--- src/rtl/lrs_pkg.sv ---
// Shared types, constants and the CRC-32 byte step of the log record scanner.
package lrs_pkg;

  localparam int OFFSET_BITS = 48;
  localparam int RECORDS_W = 40;
  localparam int SEQNO_W = 64;
  localparam int GOOD_W = 48;
  localparam int LIMIT_W = 31;
  localparam int COUNT_W = 31;

  localparam logic [31:0] CRC_POLY = 32'hEDB88320;
  localparam logic [31:0] CRC_ONES = 32'hFFFFFFFF;
  localparam logic [LIMIT_W-1:0] LIMIT_RESET = LIMIT_W'(1 << 30);
  localparam logic [LIMIT_W-1:0] MIN_PAYLOAD = LIMIT_W'(1 + 8 + 4 + 4);
  localparam logic [7:0] HDR_VERSION = 8'd1;
  localparam logic [7:0] TYPE_PUT = 8'd1;
  localparam logic [7:0] TYPE_DELETE = 8'd2;
  localparam logic [7:0] MAGIC [4] = '{8'h4C, 8'h53, 8'h4D, 8'h57};

  typedef enum logic {
    OP_DATA = 1'b0,
    OP_END  = 1'b1
  } op_t;

  typedef enum logic [2:0] {
    PH_HEADER  = 3'd0,
    PH_LEN     = 3'd1,
    PH_PAYLOAD = 3'd2,
    PH_CRC     = 3'd3,
    PH_DEAD    = 3'd4
  } phase_t;

  typedef struct packed {
    logic [RECORDS_W-1:0] records;
    logic [SEQNO_W-1:0]   seqno_peak;
    logic [GOOD_W-1:0]    good_offset;
    logic                 clean;
  } result_t;

  // One byte of the reflected CRC-32, bit by bit.
  function automatic logic [31:0] crc_byte(input logic [31:0] crc, input logic [7:0] b);
    logic [31:0] c;
    c = crc ^ {24'h0, b};
    for (int k = 0; k < 8; k++) begin
      c = c[0] ? (CRC_POLY ^ (c >> 1)) : (c >> 1);
    end
    return c;
  endfunction

endpackage

--- src/rtl/lrs_parser.sv ---
// Segment parser: header check, record framing, CRC and per-segment totals.
module lrs_parser (
  input  logic                           clk,
  input  logic                           rst,
  input  logic                           accept,
  input  logic                           operation,
  input  logic [7:0]                     data_byte,
  input  logic                           cfg_we,
  input  logic [lrs_pkg::LIMIT_W-1:0]    cfg_data,
  output lrs_pkg::result_t               result
);
  import lrs_pkg::*;

  logic [LIMIT_W-1:0]     payload_limit;
  phase_t                 phase, phase_next;
  logic [COUNT_W-1:0]     section_count, section_count_next;
  logic [LIMIT_W-1:0]     payload_length, payload_length_next;
  logic [31:0]            running_crc, running_crc_next;
  logic [31:0]            stored_crc, stored_crc_next;
  logic [7:0]             record_type, record_type_next;
  logic [63:0]            record_seqno, record_seqno_next;
  logic [31:0]            key_length, key_length_next;
  logic [31:0]            value_length, value_length_next;
  logic [RECORDS_W-1:0]   record_total, record_total_next;
  logic [SEQNO_W-1:0]     seqno_max, seqno_max_next;
  logic [OFFSET_BITS-1:0] valid_offset, valid_offset_next;
  logic                   clean_flag, clean_flag_next;

  logic                   is_end;
  logic                   hdr_bad;
  logic                   hdr_last;
  logic                   len_last;
  logic [LIMIT_W-1:0]     len_full;
  logic                   len_bad;
  logic [COUNT_W-1:0]     count_inc;
  logic                   pay_done;
  logic [31:0]            crc_calc;
  logic [31:0]            crc_full;
  logic                   crc_last;
  logic                   rec_bad;
  logic [33:0]            len_sum;
  logic [OFFSET_BITS:0]   off_sum;
  logic [4:0]             fidx;
  logic [2:0]             seq_sel;
  logic [1:0]             word_sel;

  assign is_end    = (operation == OP_END);
  assign count_inc = section_count + COUNT_W'(1);

  assign hdr_bad = ((section_count < COUNT_W'(4)) && (data_byte != MAGIC[section_count[1:0]])) ||
                   ((section_count == COUNT_W'(4)) && (data_byte != HDR_VERSION));
  assign hdr_last = (section_count == COUNT_W'(7));

  assign len_last = (section_count == COUNT_W'(3));
  assign len_full = {data_byte[6:0], payload_length[23:0]};
  assign len_bad  = data_byte[7] || (len_full < MIN_PAYLOAD) || (len_full > payload_limit);

  assign pay_done = (count_inc >= payload_length);
  assign crc_calc = crc_byte(running_crc, data_byte);
  assign fidx     = section_count[4:0];

  assign crc_last = (section_count == COUNT_W'(3));
  assign crc_full = {data_byte, stored_crc[23:0]};
  assign len_sum  = 34'(MIN_PAYLOAD) + 34'(key_length) + 34'(value_length);
  assign rec_bad  = ((running_crc ^ CRC_ONES) != crc_full) ||
                    ((record_type != TYPE_PUT) && (record_type != TYPE_DELETE)) ||
                    (len_sum != 34'(payload_length)) ||
                    ((record_type == TYPE_DELETE) && (value_length != 32'd0));

  // Offset just past this record, saturating at the top of the offset range.
  assign off_sum = (OFFSET_BITS+1)'(valid_offset) + (OFFSET_BITS+1)'(payload_length) +
                   (OFFSET_BITS+1)'(8);

  // Phase sequencing.
  always_comb begin
    phase_next = phase;
    if (is_end) begin
      phase_next = PH_HEADER;
    end else begin
      unique case (phase)
        PH_HEADER: begin
          if (hdr_bad) phase_next = PH_DEAD;
          else if (hdr_last) phase_next = PH_LEN;
        end
        PH_LEN: begin
          if (len_last) phase_next = len_bad ? PH_DEAD : PH_PAYLOAD;
        end
        PH_PAYLOAD: begin
          if (pay_done) phase_next = PH_CRC;
        end
        PH_CRC: begin
          if (crc_last) phase_next = rec_bad ? PH_DEAD : PH_LEN;
        end
        default: phase_next = phase;
      endcase
    end
  end

  // Field capture and segment totals.
  always_comb begin
    section_count_next  = section_count;
    payload_length_next = payload_length;
    running_crc_next    = running_crc;
    stored_crc_next     = stored_crc;
    record_type_next    = record_type;
    record_seqno_next   = record_seqno;
    key_length_next     = key_length;
    value_length_next   = value_length;
    record_total_next   = record_total;
    seqno_max_next      = seqno_max;
    valid_offset_next   = valid_offset;
    clean_flag_next     = clean_flag;
    seq_sel             = 3'(fidx - 5'd1);
    word_sel            = 2'd0;
    if (is_end) begin
      section_count_next  = '0;
      payload_length_next = '0;
      running_crc_next    = CRC_ONES;
      stored_crc_next     = '0;
      record_type_next    = '0;
      record_seqno_next   = '0;
      key_length_next     = '0;
      value_length_next   = '0;
      record_total_next   = '0;
      seqno_max_next      = '0;
      valid_offset_next   = '0;
      clean_flag_next     = 1'b1;
    end else begin
      case (phase)
        PH_HEADER: begin
          if (hdr_bad) begin
            valid_offset_next = '0;
            clean_flag_next   = 1'b0;
          end else if (hdr_last) begin
            valid_offset_next  = OFFSET_BITS'(8);
            section_count_next = '0;
          end else begin
            section_count_next = count_inc;
          end
        end
        PH_LEN: begin
          if (len_last) begin
            payload_length_next = len_full;
            if (len_bad) clean_flag_next = 1'b0;
            else section_count_next = '0;
          end else begin
            payload_length_next[8*section_count[1:0] +: 8] = data_byte;
            section_count_next = count_inc;
          end
        end
        PH_PAYLOAD: begin
          running_crc_next = crc_calc;
          if (section_count < COUNT_W'(17)) begin
            if (fidx == 5'd0) begin
              record_type_next = data_byte;
            end else if (fidx <= 5'd8) begin
              record_seqno_next[8*seq_sel +: 8] = data_byte;
            end else if (fidx <= 5'd12) begin
              word_sel = 2'(fidx - 5'd9);
              key_length_next[8*word_sel +: 8] = data_byte;
            end else begin
              word_sel = 2'(fidx - 5'd13);
              value_length_next[8*word_sel +: 8] = data_byte;
            end
          end
          section_count_next = pay_done ? '0 : count_inc;
        end
        PH_CRC: begin
          stored_crc_next[8*section_count[1:0] +: 8] = data_byte;
          section_count_next = count_inc;
          if (crc_last) begin
            if (rec_bad) begin
              clean_flag_next = 1'b0;
            end else begin
              if (record_total != '1) record_total_next = record_total + RECORDS_W'(1);
              if (record_seqno > seqno_max) seqno_max_next = record_seqno;
              valid_offset_next = off_sum[OFFSET_BITS] ? '1 : off_sum[OFFSET_BITS-1:0];
              section_count_next  = '0;
              payload_length_next = '0;
              running_crc_next    = CRC_ONES;
              stored_crc_next     = '0;
              record_type_next    = '0;
              record_seqno_next   = '0;
              key_length_next     = '0;
              value_length_next   = '0;
            end
          end
        end
        default: ;
      endcase
    end
  end

  always_ff @(posedge clk) begin
    if (rst) begin
      payload_limit <= LIMIT_RESET;
    end else if (cfg_we) begin
      payload_limit <= cfg_data;
    end
  end

  always_ff @(posedge clk) begin
    if (rst) begin
      phase          <= PH_HEADER;
      section_count  <= '0;
      payload_length <= '0;
      running_crc    <= CRC_ONES;
      stored_crc     <= '0;
      record_type    <= '0;
      record_seqno   <= '0;
      key_length     <= '0;
      value_length   <= '0;
      record_total   <= '0;
      seqno_max      <= '0;
      valid_offset   <= '0;
      clean_flag     <= 1'b1;
    end else if (accept) begin
      phase          <= phase_next;
      section_count  <= section_count_next;
      payload_length <= payload_length_next;
      running_crc    <= running_crc_next;
      stored_crc     <= stored_crc_next;
      record_type    <= record_type_next;
      record_seqno   <= record_seqno_next;
      key_length     <= key_length_next;
      value_length   <= value_length_next;
      record_total   <= record_total_next;
      seqno_max      <= seqno_max_next;
      valid_offset   <= valid_offset_next;
      clean_flag     <= clean_flag_next;
    end
  end

  // Summary as seen by an end item arriving now.
  always_comb begin
    result.records     = record_total;
    result.seqno_peak  = seqno_max;
    result.good_offset = (phase == PH_HEADER) ? '0 : GOOD_W'(valid_offset);
    result.clean       = clean_flag &&
                         (phase != PH_HEADER) &&
                         !((phase == PH_LEN) && (section_count != '0)) &&
                         (phase != PH_PAYLOAD) && (phase != PH_CRC);
  end

endmodule

--- src/rtl/lrs_out_reg.sv ---
// Result register that holds the segment summary until the receiver takes it.
module lrs_out_reg (
  input  logic              clk,
  input  logic              rst,
  input  logic              load,
  input  lrs_pkg::result_t  load_data,
  input  logic              out_stall,
  output logic              out_valid,
  output lrs_pkg::result_t  out_data
);
  import lrs_pkg::*;

  always_ff @(posedge clk) begin
    if (rst) begin
      out_valid <= 1'b0;
    end else if (load) begin
      out_valid <= 1'b1;
    end else if (!out_stall) begin
      out_valid <= 1'b0;
    end
  end

  always_ff @(posedge clk) begin
    if (load) begin
      out_data <= load_data;
    end
  end

endmodule

--- src/rtl/log_record_scanner_core.sv ---
// Top level of the log record scanner: input handshake, parser and result register.
//
// The input channel carries one item per transfer: a data byte of the segment
// (operation = 0) or the end-of-segment marker (operation = 1). Data bytes are
// parsed at the edge they are transferred; one byte is taken every cycle, the
// CRC-32 step and field capture being done in that same cycle.
// An end item yields exactly one result on the output channel: record count,
// largest sequence number, good byte offset and the clean flag. The result is
// valid in the cycle after the end item's transfer, and the parser is back at
// the header phase for the next segment at the edge that loads the result.
// Throughput is one item per cycle, limited only by the single result register.
// While a result waits under out_stall, data bytes keep flowing; only a further
// end item is held off by in_stall until the waiting result is transferred.
// The max_payload register is written on the cfg channel, which is always
// ready; write it only while no segment is in flight.
// Synchronous reset clears the parser to the header phase, empties the result
// register and sets max_payload back to 2^30.
module log_record_scanner_core (
  input  logic                         clk,
  input  logic                         rst,
  input  logic                         in_valid,
  output logic                         in_stall,
  input  logic                         operation,
  input  logic [7:0]                   data_byte,
  output logic                         out_valid,
  input  logic                         out_stall,
  output logic [lrs_pkg::RECORDS_W-1:0] records,
  output logic [lrs_pkg::SEQNO_W-1:0]  seqno_peak,
  output logic [lrs_pkg::GOOD_W-1:0]   good_offset,
  output logic                         clean,
  input  logic                         cfg_valid,
  output logic                         cfg_ready,
  input  logic [lrs_pkg::LIMIT_W-1:0]  max_payload
);
  import lrs_pkg::*;

  logic    in_accept;
  logic    end_accept;
  result_t summary;
  result_t out_data;

  // An end item needs the result register; it may proceed when the register is
  // empty or is being emptied in this very cycle.
  assign in_stall   = out_valid && out_stall && (operation == OP_END);
  assign in_accept  = in_valid && !in_stall;
  assign end_accept = in_accept && (operation == OP_END);
  assign cfg_ready  = 1'b1;

  lrs_parser u_parser (
    .clk       (clk),
    .rst       (rst),
    .accept    (in_accept),
    .operation (operation),
    .data_byte (data_byte),
    .cfg_we    (cfg_valid && cfg_ready),
    .cfg_data  (max_payload),
    .result    (summary)
  );

  lrs_out_reg u_out_reg (
    .clk       (clk),
    .rst       (rst),
    .load      (end_accept),
    .load_data (summary),
    .out_stall (out_stall),
    .out_valid (out_valid),
    .out_data  (out_data)
  );

  assign records     = out_data.records;
  assign seqno_peak  = out_data.seqno_peak;
  assign good_offset = out_data.good_offset;
  assign clean       = out_data.clean;

endmodule
--- config.mk ---
export PLATFORM = sky130hd
export DESIGN_NAME = log_record_scanner_core
export DESIGN_NICKNAME = d
export VERILOG_FILES = /design/src/rtl/lrs_pkg.sv /design/src/rtl/lrs_parser.sv /design/src/rtl/lrs_out_reg.sv /design/src/rtl/log_record_scanner_core.sv
export SDC_FILE = /design/constraint.sdc
export NUM_CORES = 2
export LEC_CHECK = 0
export BUFFER_PORTS_ARGS = -buffer_cell sky130_fd_sc_hd__buf_2
export CORE_MARGIN = 3
export CORE_UTILIZATION = 60
export DETAILED_ROUTE_END_ITERATION = 16
export GPL_ROUTABILITY_DRIVEN = 0
export GPL_TIMING_DRIVEN = 0
export MAX_ROUTING_LAYER = met4
export PLACE_DENSITY = 0.81
export SLEW_MARGIN = 40
export SYNTH_ARGS = -nofsm -noshare
export SYNTH_HDL_FRONTEND = slang
export SYNTH_SLANG_ARGS = --single-unit
--- constraint.sdc ---
create_clock -name clk -period 9.7 [get_ports clk]
set_input_delay 1.94 -clock clk [delete_from_list [all_inputs] [get_ports clk]]
set_output_delay 1.94 -clock clk [all_outputs]
set_load 0.01 [all_outputs]
==> flow_summary_export.csv <==
group,metric,value,unit
yosys,synth_warnings,0,
yosys,synth_seq_cells,595,
clock_tree,postCtsSetupBuffers,0,
floorplanning,die_h,241,um
yosys,synth_common_cells,"dfxtp_1, nand2_1, nor2_1",
status,status,"complete, no violations",
floorplanning,row_count,85,
global_routing,grtUsageTotal,0.358,
floorplanning,ios,201,
global_routing,grt-ovfl-total,0,
job,max_cap_viol_count,0,
setup_path,crit_path_start_kind,"flop",
clock_tree,clockBufferDepth,3,
yosys,avgSynthCellArea,9.15,um^2
yosys,synthFlopType,"dfxtp_1",
clock_tree,cts-root-buf,"clkbuf_16",
sta,rsz0062_at_grt,"false",
final_layout,fillers,4209,
worst_hold_path,hold_class,"reg -> reg",
sta,slew_headroom,0.355,
yosys,netlist.area_leader.share,0.266,
sta,fmax,141,MHz
sta,hold_violations,0,
power,p_leak,14.9,nW
yosys,synthesis.area,33200,um^2
yosys,yosysUniqueCellTypes,101,
power,power,0.00556,W
clock_tree,cts_buffers,58,
worst_hold_path,min_path_cells,0,
floorplanning,core-area,54300,um^2
yosys,yosysSeqAreaShare,0.404,
route,drt_iter0_markers,3957,
route,viasPerCell,6.49,
sta,tightest_slew,0.968,ns
placed_design,pre_cts_ws,2.85,ns
sta,period_needed,7.11,ns
route,wl_per_cell,22.2,um
power,power_density,149,nW/um^2
final_layout,area_growth,12.4,%
final_layout,nets,4187,
floorplanning,die_w,241,um
sta,fin_skew,0.0411,ns
clock_tree,cts_resized,0,
placed_design,place_area,35300,um^2
setup_path,ff2ff_path_depth,22,
yosys,synth.area.top_cells,"dfxtp_1, edfxtp_1, ha_1",
setup_path,crit_type,"reg -> reg",
sta,setup_viol,0,
yosys,yosys.cell_count.top_type,"dfxtp_1",
clock_tree,clk_latency,0.66,ns
sta,fin_crit_sh,0.733,
global_routing,grt_pass1_wl,158000,um
sta,slew_violations,0,
yosys,synth-edff-count,153,
setup_path,endpoint_kind,"flop",
setup_path,ff2ff_setup_slack,2.59,ns
clock_tree,cts_tree,"yes",
placed_design,dp_hpwl,75600,um
global_routing,antenna_found_initial,3,
placed_design,place.port_buffers,197,
power,vdd_ir_drop_max,156,uV
sta,fin_ws,2.59,ns
global_routing,grt_pass1_vias,27866,
floorplanning,die_area,58300,um^2
setup_path,arrival,7.66,ns
route,totalWireLength,104000,um
setup_path,crit_required,10.25,ns
clock_tree,htree_levels,2,
sta,setup_tns,0,ns
final_layout,drive_gt1_frac,0.104,
yosys,syn-instance-count,3634,
setup_path,critPathMaxFanout,10,
clock_tree,clk_pin_slew,0.06,ns
route,firstDrtPassIters,7,
global_routing,grt_max_degree,83,
floorplanning,floorplan.initialDensity,0.612,
yosys,syn-num-nets,3927,
clock_tree,postCtsHoldBufs,0,
route,ant_nets,0,
route,dr_total_vias,30431,
final_layout,stdcell_area,37300,um^2
final_layout,final_util,0.687,
route,drc,0,
yosys,synthArstFlopShare,0,
yosys,synth_top_area_cell,"dfxtp_1",
clock_tree,clock_sinks,595,
==> stage by stage <==
stage	hold slack (ns)	cells
6_report	0.462	4687
5_1_grt	0.473	4684
4_1_cts	0.461	4681
3_5_place_dp	0.448	4573
3_3_place_gp	0.445	4570
2_1_floorplan	0.431	3634
==> report_power, final <==
| part | internal, W | switching (W) |
|---|---|---|
| Clock | 0.00135 | 0.00102 |
| Combinational | 0.000194 | 0.000372 |
| Sequential | 0.00259 | 0.0000394 |
| Total | 0.00413 | 0.00143 |
==> per-layer routing <==
layer / global-route usage / wire length [um] / vias up
li1: - / - / 13789
met1: 0.461 / 41000 / 14212
met2: 0.515 / 43700 / 1899
met3: 0.0894 / 12500 / 531
met4: 0.203 / 6980 / 0
met5: - / 0 / -
==> final cells by class <==
type | count | area, um^2 | area share
inverter | 210 | 796 | 0.0213
clock inverter | 32 | 422 | 0.0113
tap | 739 | 925 | 0.0248
antenna | 6 | 15.0 | 0.000402
multi-input combinational | 2659 | 18400 | 0.493
timing repair buffer | 200 | 1030 | 0.0275
clock buffer | 76 | 1580 | 0.0423
buffer | 170 | 731 | 0.0196
sequential | 595 | 13400 | 0.360
==> state kept, by name, summed over array words and instances, names as in the netlist <==
| name | flops |
|---|---|
| u_parser.payload_length | 31 |
| u_parser.key_length | 32 |
| u_parser.section_count | 31 |
| u_parser.running_crc | 32 |
| u_parser.record_total | 40 |
| u_out_reg.out_valid | 1 |
| u_parser.record_type | 8 |
| u_parser.seqno_max | 64 |
| u_parser.stored_crc | 24 |
| u_parser.clean_flag | 1 |
| u_parser.record_seqno | 64 |
| u_parser.value_length | 32 |
| u_out_reg.out_data | 153 |
| u_parser.payload_limit | 31 |
| u_parser.phase | 3 |
| u_parser.valid_offset | 48 |
==> worst max-delay path, stage by stage, from the launching register on <==
cell and delay [ns]:
dfxtp_1 0.51, and4_1 0.28, nand3_1 0.21, nor3_1 0.37, and3_1 0.28, and3_1 0.23, nand2_1 0.08, xnor2_1 0.19
ha_1 0.25, clkbuf_1 0.19, a21oi_1 0.36, o21ai_0 0.24, a211o_1 0.32, or4b_1 0.45, a2111oi_0 0.32, nand4b_1 0.15
or4_1 0.60, nor4_1 0.74, o2111a_1 0.36, o31ai_4 0.10, buf_4 0.22, clkbuf_1 0.26, a22o_1 0.31
==> logic make-up (layout without fill, tap and decap cells) <==
group                    count (synthesis)  in the layout  synth area share
AO/OA/AOI/OAI                          879            879             0.183
adder cells (fa/ha/maj)                248            248            0.0938
other                                    1              7          0.000113
XOR/XNOR                               232            232            0.0616
multiplexers                           117            117            0.0355
flip-flops                             595            595             0.404
buffers and inverters                  380            688            0.0456
AND/OR/NAND/NOR                       1182           1182             0.176
==> final timing paths <==
path / from / endpoint
worst max-delay path: u_parser.key_length[8]$_SDFFE_PP0P_ / u_parser.seqno_max[59]$_SDFFE_PP0P_
worst min-delay path: u_parser.seqno_max[38]$_SDFFE_PP0P_ / u_out_reg.out_data[87]$_DFFE_PP_
worst max register to register: u_parser.key_length[8]$_SDFFE_PP0P_ / u_parser.seqno_max[59]$_SDFFE_PP0P_
worst min register to register: u_parser.seqno_max[38]$_SDFFE_PP0P_ / u_out_reg.out_data[87]$_DFFE_PP_
==> cells in the final DEF, fill, tap and decap left out, types with 88 or more instances in the layout <==
cell type | Yosys | routed
a21oi_1 | 160 | 159
a22o_1 | 159 | 159
buf_2 | 33 | 230
clkbuf_1 | 106 | 117
dfxtp_1 | 442 | 442
edfxtp_1 | 153 | 153
ha_1 | 246 | 246
inv_1 | 208 | 207
mux2i_1 | 110 | 110
nand2_1 | 331 | 331
nand3_1 | 135 | 135
nand4_1 | 88 | 88
nor2_1 | 270 | 268
o21ai_0 | 223 | 223
xnor2_1 | 161 | 158
Power figures use the tool's default switching activity.
